`src/hw/rtl/ltsw_pkg.sv`:
```
// Types and constants of the stop-and-wait sender.
`default_nettype none

package ltsw_pkg;

  // Scale of the loss ratio: losses are compared as a percentage.
  localparam int unsigned PctScale = 100;

  // Register index of the tolerated loss percentage.
  localparam logic [0:0] REG_LOSS_TOL = 1'b0;

  typedef enum logic [1:0] {
    OP_SEND    = 2'd0,
    OP_ACK     = 2'd1,
    OP_TIMEOUT = 2'd2,
    OP_RSVD    = 2'd3
  } op_e;

  typedef enum logic [2:0] {
    ACT_IGNORED   = 3'd0,
    ACT_TRANSMIT  = 3'd1,
    ACT_DELIVERED = 3'd2,
    ACT_LOSS_OK   = 3'd3,
    ACT_REJECTED  = 3'd4
  } action_e;

  typedef struct packed {
    action_e    action;
    logic       seq_bit;
    logic [3:0] loss_count;
  } result_t;

endpackage

`default_nettype wire

```
`src/hw/rtl/ltsw_arq.sv`:
```
// Link state and per-event decision logic of the stop-and-wait sender.
`default_nettype none

module ltsw_arq #(
  parameter int unsigned WINDOW = 10
) (
  input  wire logic            clk_i,
  input  wire logic            rst_ni,
  input  wire logic            fire_i,
  input  wire logic [1:0]      op_i,
  input  wire logic            ack_flag_i,
  input  wire logic            syn_flag_i,
  input  wire logic            ack_bit_i,
  input  wire logic [6:0]      tol_i,
  output ltsw_pkg::result_t    res_o
);

  localparam int unsigned PosW  = (WINDOW > 1) ? $clog2(WINDOW) : 1;
  localparam int unsigned CntW  = $clog2(WINDOW + 1);
  localparam int unsigned ProdW = $clog2(128 * WINDOW + 1);
  localparam int unsigned LcW   = (CntW > 4) ? CntW : 4;

  logic [WINDOW-1:0] win_q, win_d;
  logic [PosW-1:0]   pos_q, pos_d, pos_nxt;
  logic [CntW-1:0]   cnt_q, cnt_d, cnt_ok, cnt_loss;
  logic              seq_q, seq_d;
  logic              busy_q, busy_d;
  logic              slot;
  logic              tolerated;
  logic [ProdW-1:0]  loss_scaled, tol_limit;
  logic [LcW-1:0]    cnt_ext;
  ltsw_pkg::action_e act;

  assign slot     = win_q[pos_q];
  assign cnt_ok   = slot ? cnt_q : cnt_q - 1'b1;
  assign cnt_loss = slot ? cnt_q + 1'b1 : cnt_q;
  assign pos_nxt  = (pos_q == PosW'(WINDOW - 1)) ? '0 : pos_q + 1'b1;

  // floor(100*L/W) <= tol  <=>  100*L < (tol+1)*W
  assign loss_scaled = ProdW'(cnt_loss) * ProdW'(ltsw_pkg::PctScale);
  assign tol_limit   = (ProdW'(tol_i) + 1'b1) * ProdW'(WINDOW);
  assign tolerated   = loss_scaled < tol_limit;

  always_comb begin
    win_d  = win_q;
    pos_d  = pos_q;
    cnt_d  = cnt_q;
    seq_d  = seq_q;
    busy_d = busy_q;
    act    = ltsw_pkg::ACT_IGNORED;
    unique case (ltsw_pkg::op_e'(op_i))
      ltsw_pkg::OP_SEND: begin
        if (busy_q) begin
          act = ltsw_pkg::ACT_REJECTED;
        end else begin
          busy_d = 1'b1;
          act    = ltsw_pkg::ACT_TRANSMIT;
        end
      end
      ltsw_pkg::OP_ACK: begin
        if (busy_q && ack_flag_i && !syn_flag_i && (ack_bit_i != seq_q)) begin
          win_d[pos_q] = 1'b1;
          cnt_d        = cnt_ok;
          pos_d        = pos_nxt;
          seq_d        = ~seq_q;
          busy_d       = 1'b0;
          act          = ltsw_pkg::ACT_DELIVERED;
        end
      end
      ltsw_pkg::OP_TIMEOUT: begin
        if (busy_q) begin
          win_d[pos_q] = 1'b0;
          cnt_d        = cnt_loss;
          if (tolerated) begin
            pos_d  = pos_nxt;
            busy_d = 1'b0;
            act    = ltsw_pkg::ACT_LOSS_OK;
          end else begin
            act = ltsw_pkg::ACT_TRANSMIT;
          end
        end
      end
      ltsw_pkg::OP_RSVD: begin
        act = ltsw_pkg::ACT_IGNORED;
      end
      default: begin
        act = ltsw_pkg::ACT_IGNORED;
      end
    endcase
  end

  assign cnt_ext           = LcW'(cnt_d);
  assign res_o.action      = act;
  assign res_o.seq_bit     = seq_q;
  assign res_o.loss_count  = cnt_ext[3:0];

  always_ff @(posedge clk_i or negedge rst_ni) begin
    if (!rst_ni) begin
      win_q  <= '1;
      pos_q  <= '0;
      cnt_q  <= '0;
      seq_q  <= 1'b0;
      busy_q <= 1'b0;
    end else if (fire_i) begin
      win_q  <= win_d;
      pos_q  <= pos_d;
      cnt_q  <= cnt_d;
      seq_q  <= seq_d;
      busy_q <= busy_d;
    end
  end

endmodule

`default_nettype wire

```
`src/hw/rtl/loss_tolerant_stop_wait_sender.sv`:
```
// Top level of the loss-tolerant stop-and-wait sender.
//
//  channel  | direction | handshake             | word
//  ---------+-----------+-----------------------+------------------------------------
//  in       | input     | in_valid_i/in_ready_o | op, ack_flag, syn_flag, ack_bit
//  out      | output    | out_valid_o/out_ready_i | action, seq_bit, loss_count
//  cfg      | input     | APB, pready tied high | loss_tolerance_pct at 0x0
//
// The decision is taken in the cycle a word is accepted and lands in the result
// register, so a word may follow in every cycle while the output does not stall.
// in_ready_o is high whenever the result register is empty or being drained.
// Reset (asynchronous, active low) leaves the window all successes, sequence
// bit zero, link idle and tolerance zero; no clearing pass is needed.
// A stalled output holds its word and blocks new input only while it stalls.
`default_nettype none

module loss_tolerant_stop_wait_sender #(
  parameter int unsigned WINDOW = 10
) (
  input  wire logic        clk_i,
  input  wire logic        rst_ni,
  // event words
  input  wire logic        in_valid_i,
  output logic             in_ready_o,
  input  wire logic [1:0]  op_i,
  input  wire logic        ack_flag_i,
  input  wire logic        syn_flag_i,
  input  wire logic        ack_bit_i,
  // result words
  output logic             out_valid_o,
  input  wire logic        out_ready_i,
  output logic [2:0]       action_o,
  output logic             seq_bit_o,
  output logic [3:0]       loss_count_o,
  // configuration
  input  wire logic        psel,
  input  wire logic        penable,
  input  wire logic        pwrite,
  input  wire logic [2:0]  paddr,
  input  wire logic [31:0] pwdata,
  output logic [31:0]      prdata,
  output logic             pready
);

  logic              fire;
  logic              reg_sel;
  logic [6:0]        tol_q;
  logic              out_valid_q, out_valid_d;
  ltsw_pkg::result_t res;
  ltsw_pkg::result_t res_q;

  // Register index is the word address; byte-offset bits are don't-care.
  assign reg_sel = (paddr[2] == ltsw_pkg::REG_LOSS_TOL);
  assign pready  = 1'b1;
  assign prdata  = reg_sel ? {25'd0, tol_q} : 32'd0;

  always_ff @(posedge clk_i or negedge rst_ni) begin
    if (!rst_ni) begin
      tol_q <= '0;
    end else if (psel && penable && pwrite && reg_sel) begin
      tol_q <= pwdata[6:0];
    end
  end

  // Accept whenever the result register is free now or freed this cycle.
  assign in_ready_o = !out_valid_q || out_ready_i;
  assign fire       = in_valid_i && in_ready_o;

  ltsw_arq #(
    .WINDOW (WINDOW)
  ) u_arq (
    .clk_i      (clk_i),
    .rst_ni     (rst_ni),
    .fire_i     (fire),
    .op_i       (op_i),
    .ack_flag_i (ack_flag_i),
    .syn_flag_i (syn_flag_i),
    .ack_bit_i  (ack_bit_i),
    .tol_i      (tol_q),
    .res_o      (res)
  );

  always_comb begin
    out_valid_d = out_valid_q;
    if (fire) begin
      out_valid_d = 1'b1;
    end else if (out_ready_i) begin
      out_valid_d = 1'b0;
    end
  end

  always_ff @(posedge clk_i or negedge rst_ni) begin
    if (!rst_ni) begin
      out_valid_q <= 1'b0;
    end else begin
      out_valid_q <= out_valid_d;
    end
  end

  // Result payload: no reset needed, qualified by out_valid_q.
  always_ff @(posedge clk_i) begin
    if (fire) begin
      res_q <= res;
    end
  end

  assign out_valid_o  = out_valid_q;
  assign action_o     = res_q.action;
  assign seq_bit_o    = res_q.seq_bit;
  assign loss_count_o = res_q.loss_count;

endmodule

`default_nettype wire

```
`config.mk`:
```
export PLATFORM = sky130hd
export DESIGN_NAME = loss_tolerant_stop_wait_sender
export DESIGN_NICKNAME = d
export VERILOG_FILES = /design/src/hw/rtl/ltsw_pkg.sv /design/src/hw/rtl/ltsw_arq.sv /design/src/hw/rtl/loss_tolerant_stop_wait_sender.sv
export SDC_FILE = /design/constraint.sdc
export NUM_CORES = 1
export LEC_CHECK = 0
export ABC_AREA = 1
export BUFFER_PORTS_ARGS = -buffer_cell sky130_fd_sc_hd__buf_2
export CAP_MARGIN = 20
export CORE_ASPECT_RATIO = 0.8
export CORE_MARGIN = 4
export CORE_UTILIZATION = 35
export CTS_CLUSTER_SIZE = 10
export DETAILED_ROUTE_END_ITERATION = 10
export GPL_ROUTABILITY_DRIVEN = 0
export MAX_ROUTING_LAYER = met4
export PLACE_DENSITY = 0.53
export SETUP_SLACK_MARGIN = 0.2
export SKIP_LAST_GASP = 1
export SYNTH_ARGS = -nofsm -noshare
export SYNTH_HDL_FRONTEND = slang
export SYNTH_HIERARCHICAL = 1
export SYNTH_SLANG_ARGS = --single-unit
```
`constraint.sdc`:
```
create_clock -name clk_i -period 11.1 [get_ports clk_i]
set_clock_uncertainty 0.2 [all_clocks]
set_input_delay 0 -clock clk_i [delete_from_list [all_inputs] [get_ports clk_i]]
set_output_delay 0 -clock clk_i [all_outputs]
set_load 0.005 [all_outputs]
```
==> results of run 1 <==
critical path: cells and delay by family (launching register included):
family          cells  cell delay (ps)
xor+xnor            1               90
buf+inv             2              180
flops               1              650
compound gates      2              420
fa+ha+maj           4             1240
simple gates       15             1280
routing by layer:
layer | GRT usage | routed length [um]
met1 | 0.180 | 3330
met2 | 0.209 | 3000
met3 | 0.0278 | 364
met4 | 0.0406 | 85
met5 | - | 0
worst paths after layout:
check                                       to  slack (ps)
worst max register to register  u_arq/pos_q[0]        6900
worst min-delay path            u_arq/cnt_q[3]          80
min in group clk_i              u_arq/cnt_q[1]          80
worst min register to register            flop         280
max in group asynchronous       u_arq/pos_q[2]       10170
worst max-delay path            u_arq/pos_q[0]        6900
final cells by class:
type	instances	share of cell area
Multi-Input combinational cell	318	0.498
Sequential cell	36	0.255
Timing Repair Buffer	63	0.120
Inverter	53	0.0531
Tap cell	112	0.0374
Clock buffer	7	0.0354
Clock inverter	1	0.00134
kinds of logic (layout without fill, tap and decap cells):
logic type	Yosys count	count (layout)
compound gates	39	39
xor+xnor	16	16
fa+ha+maj	38	38
buf+inv	84	124
flops	36	36
mux	2	2
other cells	2	26
simple gates	197	197
power groups by stage:
stage	Clock, uW	Combinational [uW]	Sequential, uW
after floorplan	0	449	203
after global placement	0	533	219
after detailed placement	0	544	219
after CTS	139	560	217
after global routing	145	648	223
final	135	551	218
metrics by stage:
step,setup slack [ps],cell area (um2)
floorplan,7420,3250
CTS,6870,3740
detailed placement,6890,3350
finish,6900,3740
global route,6580,3740
global placement,6910,3350
cells in the mapped netlist (all sizes together):
cell type / number / share of area
buf: 31 / 0.074
nor3b: 1 / 0.0024
nand3: 34 / 0.059
a21boi: 2 / 0.0047
xnor2: 4 / 0.011
dfstp: 10 / 0.083
o21ai: 18 / 0.030
ha: 36 / 0.14
nor2: 23 / 0.034
dfrtp: 18 / 0.14
nor3: 3 / 0.0047
nand4: 5 / 0.012
edfxtp: 8 / 0.076
nand3b: 3 / 0.0071
a21o: 1 / 0.0024
a211oi: 1 / 0.0024
inv: 53 / 0.063
mux2: 2 / 0.0071
nor4: 1 / 0.0020
o211ai: 1 / 0.0024
o31ai: 1 / 0.0024
nand2: 126 / 0.16
conb: 2 / 0.0024
or2: 1 / 0.0020
fa: 2 / 0.013
a21oi: 15 / 0.024
xor2: 12 / 0.033
==> impl_results.md, run 1 <==
* Static Leakage at 0.00203 uW
* Reg2Reg Launch Point: u_arq/pos_q[0]
* Post-CTS Setup Bufs at 0
* Seq pwr share at 0.241
* Tcrit/Tclk final at 0.378
* WL final at 6780 um
* CP max FO at 15
* Starting Density at 0.366
* PortBufs at 36
* Register area share after synthesis at 0.301
* H-tree levels at 2
* XOR/XNOR Fraction of Synth Area at 0.0443
* Synth Instances at 414
* Setup CP Type: flop to flop
* CTS-repair resized insts at 0
* Simple-Gate Fraction of Synth Area at 0.285
* Share of cells above drive strength 1 at 0.157
* WP data arrival at 4160 ps
* Remaining DRCs at 0
* GRT Overall Usage at 0.136
* Register Area at 953 um2
* Adder-Cell Fraction of Synth Area at 0.155
* Clock power frac at 0.149
* Root Driver: clkbuf_16
* FP Rows at 30
* Worst-path cell chain: inv_2, nand2_1, nand2_1, nand2_1, nand2_1, nand2_2, nand3_4, nand2_2, nand2_1, ha_1, ha_1, fa_1, a21oi_1, xnor2_1, ha_1, nand2_1, inv_1, nand3_1, a211oi_1, nand2_2, nand2_2, nand2_4, nand3_1, nand2_1
* IO Pins at 90
* Die ar. at 10600 um2
* Status: finished, final reports clean
* Die Wd at 114 um
* Syn Area/Cell at 7.64 um2
* Internal cell power at 483 uW
* Setup violations, final at 0
* Post-CTS Hold Fix Bufs at 26
* Core ar. at 8630 um2
* Final #Nets at 562
* Max VDD drop at 0.0820 mV
* Synthesized area at 3160 um2
* Fillers at 875
* Hold/Removal Path Class: primary input to asynchronous set/reset pin
* Initial drt markers at 111
* Max clock buf depth at 2
* R2R depth at 24
* Post-Place Cells at 556
* TritonCTS clock tree: yes
* First-pass GRT wire length at 11500 um
* Most frequent cells in the layout: nand2_1 (117), inv_1 (50), buf_2 (36), ha_1 (36), nand3_1 (32)
* Clock Sink Count at 36
* CP most frequent cell: nand2_1
* Final Critical Period at 4200 ps
* Commonest non-fill, non-tap cell in the layout: nand2_1
* Layout area overhead at 18.4%
* ANT cells at 0
* Die height at 93.0 um
* Vias/cell at 4.59
* Largest family of logic cells by synthesized area: simple AND/OR/NAND/NOR gates
* Initial antenna violation count at 0
* Rel. slew slack at 0.552
* Hpwl dp at 5060 um
* Crit path from: u_arq/pos_q[0]
* Maximum clock rate at 238 MHz
* Compound-gate portion of the synthesized area at 0.0676
* Multi-input gate area at 1870 um2
* Critical path startpoint category: flop
* Worst EP required at 11060 ps
* DR vias at 2709
* P_sw at 421 uW
* Inserted Clock Buffers at 5
* Mux share of post-synthesis cell area at 0.00712
* Post-Layout Cell Count at 590
* Ys Warns at 6
* Cell variety after synth at 39
* RSZ-0062 raised after global routing: false
* TNS Setup at 0 ps
* Pins Over Slew Limit at 0
* Sw Ratio at 0.465
* Core Util, Final at 0.434
* Number of synthesized register bits at 36
* MaxCap Viol Count at 0
* Combinational fraction of design power at 0.610
* Power, Total at 904 uW
* CP Capture Type: flop
* Final hold viol count at 0
* Largest net degree at the start of global routing at 29
* DRT Pass-1 Iters at 4
* Vias in the first global route at 2565
* Clock Pin Slew Worst Setup and Hold Paths at 60 ps
* Grt total ovfl at 0
* Hold_ws at 78.9 ps
* PD cells at 241 nW/um2
* Critical Path Max Stage Delay at 650 ps
* CP max-delay cell: dfrtp_1
* Least-Margin Pin Slew at 672 ps
* Clk_lat worst skew at 280 ps
* DR WL/cell at 11.5 um
* Post-DRT Antenna Nets at 0
Note: power is estimated with default switching activity, not from simulation.
==> inputs of run 2 (changes only) <==
PLACE_DENSITY = 0.56   (was 0.53)
clock period = 3.6 ns   (was 11.1 ns; I/O delays follow)
==> impl_results.md, run 2 (synthesis results as in run 1) <==
* Clock power frac at 0.136 (-0.013)
* R2R depth at 22 (-8.3%)
* CP Capture Type: flop
* Vias/cell at 4.64 (+1.0%)
* Final Critical Period at 3800 ps (-396 ps)
* Hpwl dp at 5630 um (+11%)
* Grt total ovfl at 0 (unchanged)
* Core Util, Final at 0.503 (+0.0691)
* Starting Density at 0.366 (unchanged)
* Inserted Clock Buffers at 5 (unchanged)
* Worst path depth at 22 (-8.3%)
* CP max-delay cell: dfstp_2
* Layout area overhead at 37.2%
* Final #Nets at 607 (+8.0%)
* First-pass GRT wire length at 12600 um (+9.2%)
* Worst path buffer plus inverter count at 2 (unchanged)
* Initial antenna violation count at 0 (unchanged)
* Vias in the first global route at 2774 (+8.1%)
* Core ar. at 8630 um2 (unchanged)
* Initial drt markers at 157 (+41%)
* Sw Ratio at 0.443 (-0.0229)
* Power, Total at 3720 uW (+310%)
* GRT Overall Usage at 0.148 (+0.0122)
* Maximum clock rate at 263 MHz (+10%)
* Clock Pin Slew Worst Setup and Hold Paths at 60 ps (about the same)
* Combinational fraction of design power at 0.690 (+0.080)
* ANT cells at 0 (unchanged)
* Worst-path cell chain: inv_2, o21ai_1, nand4_1, nand3_4, nand2_4, nand2_4, ha_4, ha_4, fa_2, a21oi_2, xnor2_1, ha_1, nand2_1, inv_2, nand3_2, a211oi_2, nand2_2, nand2_2, nand2_4, nand2_4, nand2_2, nand2_1
* Design area at 4340 um2 (+16%)
* Status: finished with violations
* Setup CP Type: flop to flop
* Least-Margin Pin Slew at 675 ps (+3.10 ps)
* CP max FO at 7 (-8)
* PortBufs at 36 (unchanged)
* Share of cells above drive strength 1 at 0.331 (+0.174)
* Worst setup path end: u_arq/pos_q[0]
* DRT Pass-1 Iters at 5 (+1)
* Root Driver: clkbuf_16
* Internal cell power at 2070 uW (+330%)
* Setup violations, final at 6 (+6)
* Gr busiest metal: met2
* Die ar. at 10600 um2 (unchanged)
* Largest net degree at the start of global routing at 29 (unchanged)
* FP Rows at 30 (unchanged)
* DR vias at 2945 (+8.7%)
* Most frequent cells in the layout: nand2_1 (104), buf_4 (50), inv_1 (44)
* Violated checks: negative setup slack
* MaxCap Viol Count at 0 (unchanged)
* Post-DRT Antenna Nets at 0 (unchanged)
* Seq pwr share at 0.174 (-0.067)
* IO Pins at 90 (unchanged)
* Critical Path Max Stage Delay at 540 ps (-110 ps)
* CP most frequent cell: nand2_4
* Hold/Removal Path Class: primary input to flop
* Final hold viol count at 0 (unchanged)
* Remaining DRCs at 0 (unchanged)
* RSZ-0062 raised after global routing: true
* Tcrit/Tclk final at 1.06 (+0.678)
* Rel. slew slack at 0.550 (-0.00207)
* WL final at 7810 um (+15%)
* Static Leakage at 0.00228 uW (+13%)
* Final setup margin at -202 ps (-7100 ps)
* Max clock buf depth at 2 (unchanged)
* Reg2reg end: u_arq/pos_q[0]
* Commonest non-fill, non-tap cell in the layout: nand2_1
* Clk_lat worst skew at 280 ps (about the same)
* TNS Setup at -1070 ps (-1070 ps)
* DR WL/cell at 12.3 um (+7.1%)
* R2r setup slk at -200 ps (-7100 ps)
* Critical path startpoint category: flop
* Max VDD drop at 0.482 mV (+490%)
* Placed Instance Area at 3690 um2 (+10%)
* PD cells at 857 nW/um2 (+250%)
* WP data arrival at 3810 ps (-350 ps)
* Worst EP required at 3610 ps (-7450 ps)
* H-tree levels at 2 (unchanged)
* Grt met2 use at 0.234 (+0.0253)
* Die Wd at 114 um (unchanged)
* Cell family with most CP delay: simple AND/OR/NAND/NOR gates
* Pins Over Slew Limit at 0 (unchanged)
* P_sw at 1650 uW (+290%)
* Met3 Use GR at 0.0239 (-0.00388)
* Die height at 93.0 um (unchanged)
* Met1 Resource Use GR at 0.201 (+0.0206)
* Clock Sink Count at 36 (unchanged)
* TritonCTS clock tree: yes
-- run 2: how the worst min path moves through the flow --
stage,startpoint,endpoint,slack (ps),depth (start not counted)
finish,penable,tol_q[0],10,6
detailed placement,rst_ni,out_valid_o,-120,1
global route,penable,tol_q[0],60,6
global placement,rst_ni,out_valid_o,-130,1
floorplan,rst_ni,out_valid_o,-500,0
CTS,penable,tol_q[0],4,6
-- run 2: final cells by class --
| type | count | area [um2] |
|---|---|---|
| fillers | 834 | 4290 |
| repair buffers | 108 | 778 |
| multi-input cells | 318 | 2090 |
| flip-flops and latches | 36 | 955 |
| inverters | 53 | 204 |
| clock buffers | 8 | 178 |
| well taps | 112 | 140 |
-- run 2: timing repair --
item	CTS	global route
resized for setup	10	36
gates cloned	0	0
endpoints found under the hold margin	37	0
setup buffers	4	9
hold buffers	20	0
pin swaps	15	26
setup endpoints to repair	6	6
-- run 2: metal layers --
metal	wire length (um)	vias to the layer above
met1	3650	1379
met5	0	-
li1	-	1492
met4	13	0
met3	361	2
met2	3780	72
-- run 2: power by group through the flow --
stage                     logic (uW)  clock network [uW]  registers [uW]
after floorplan                 1440                   0             627
after global placement          1990                   0             651
after detailed placement        2030                   0             651
after CTS                       2140                 524             646
after global routing            2890                 539             661
final                           2570                 506             646
-- run 2: per-stage QoR --
stage / hold WS [ps] / cells / setup WS (ps)
floorplan: -496 / 438 / 140
global placement: -125 / 594 / -101
detailed placement: -125 / 594 / -211
CTS: 3.59 / 626 / -123
global route: 59.1 / 635 / -472
finish: 11.6 / 635 / -202
-- run 2: tightest hold or removal path: cells and delay by family --
kind / cells / cell delay, ps
buf+inv: 2 / 180
simple gates: 4 / 280
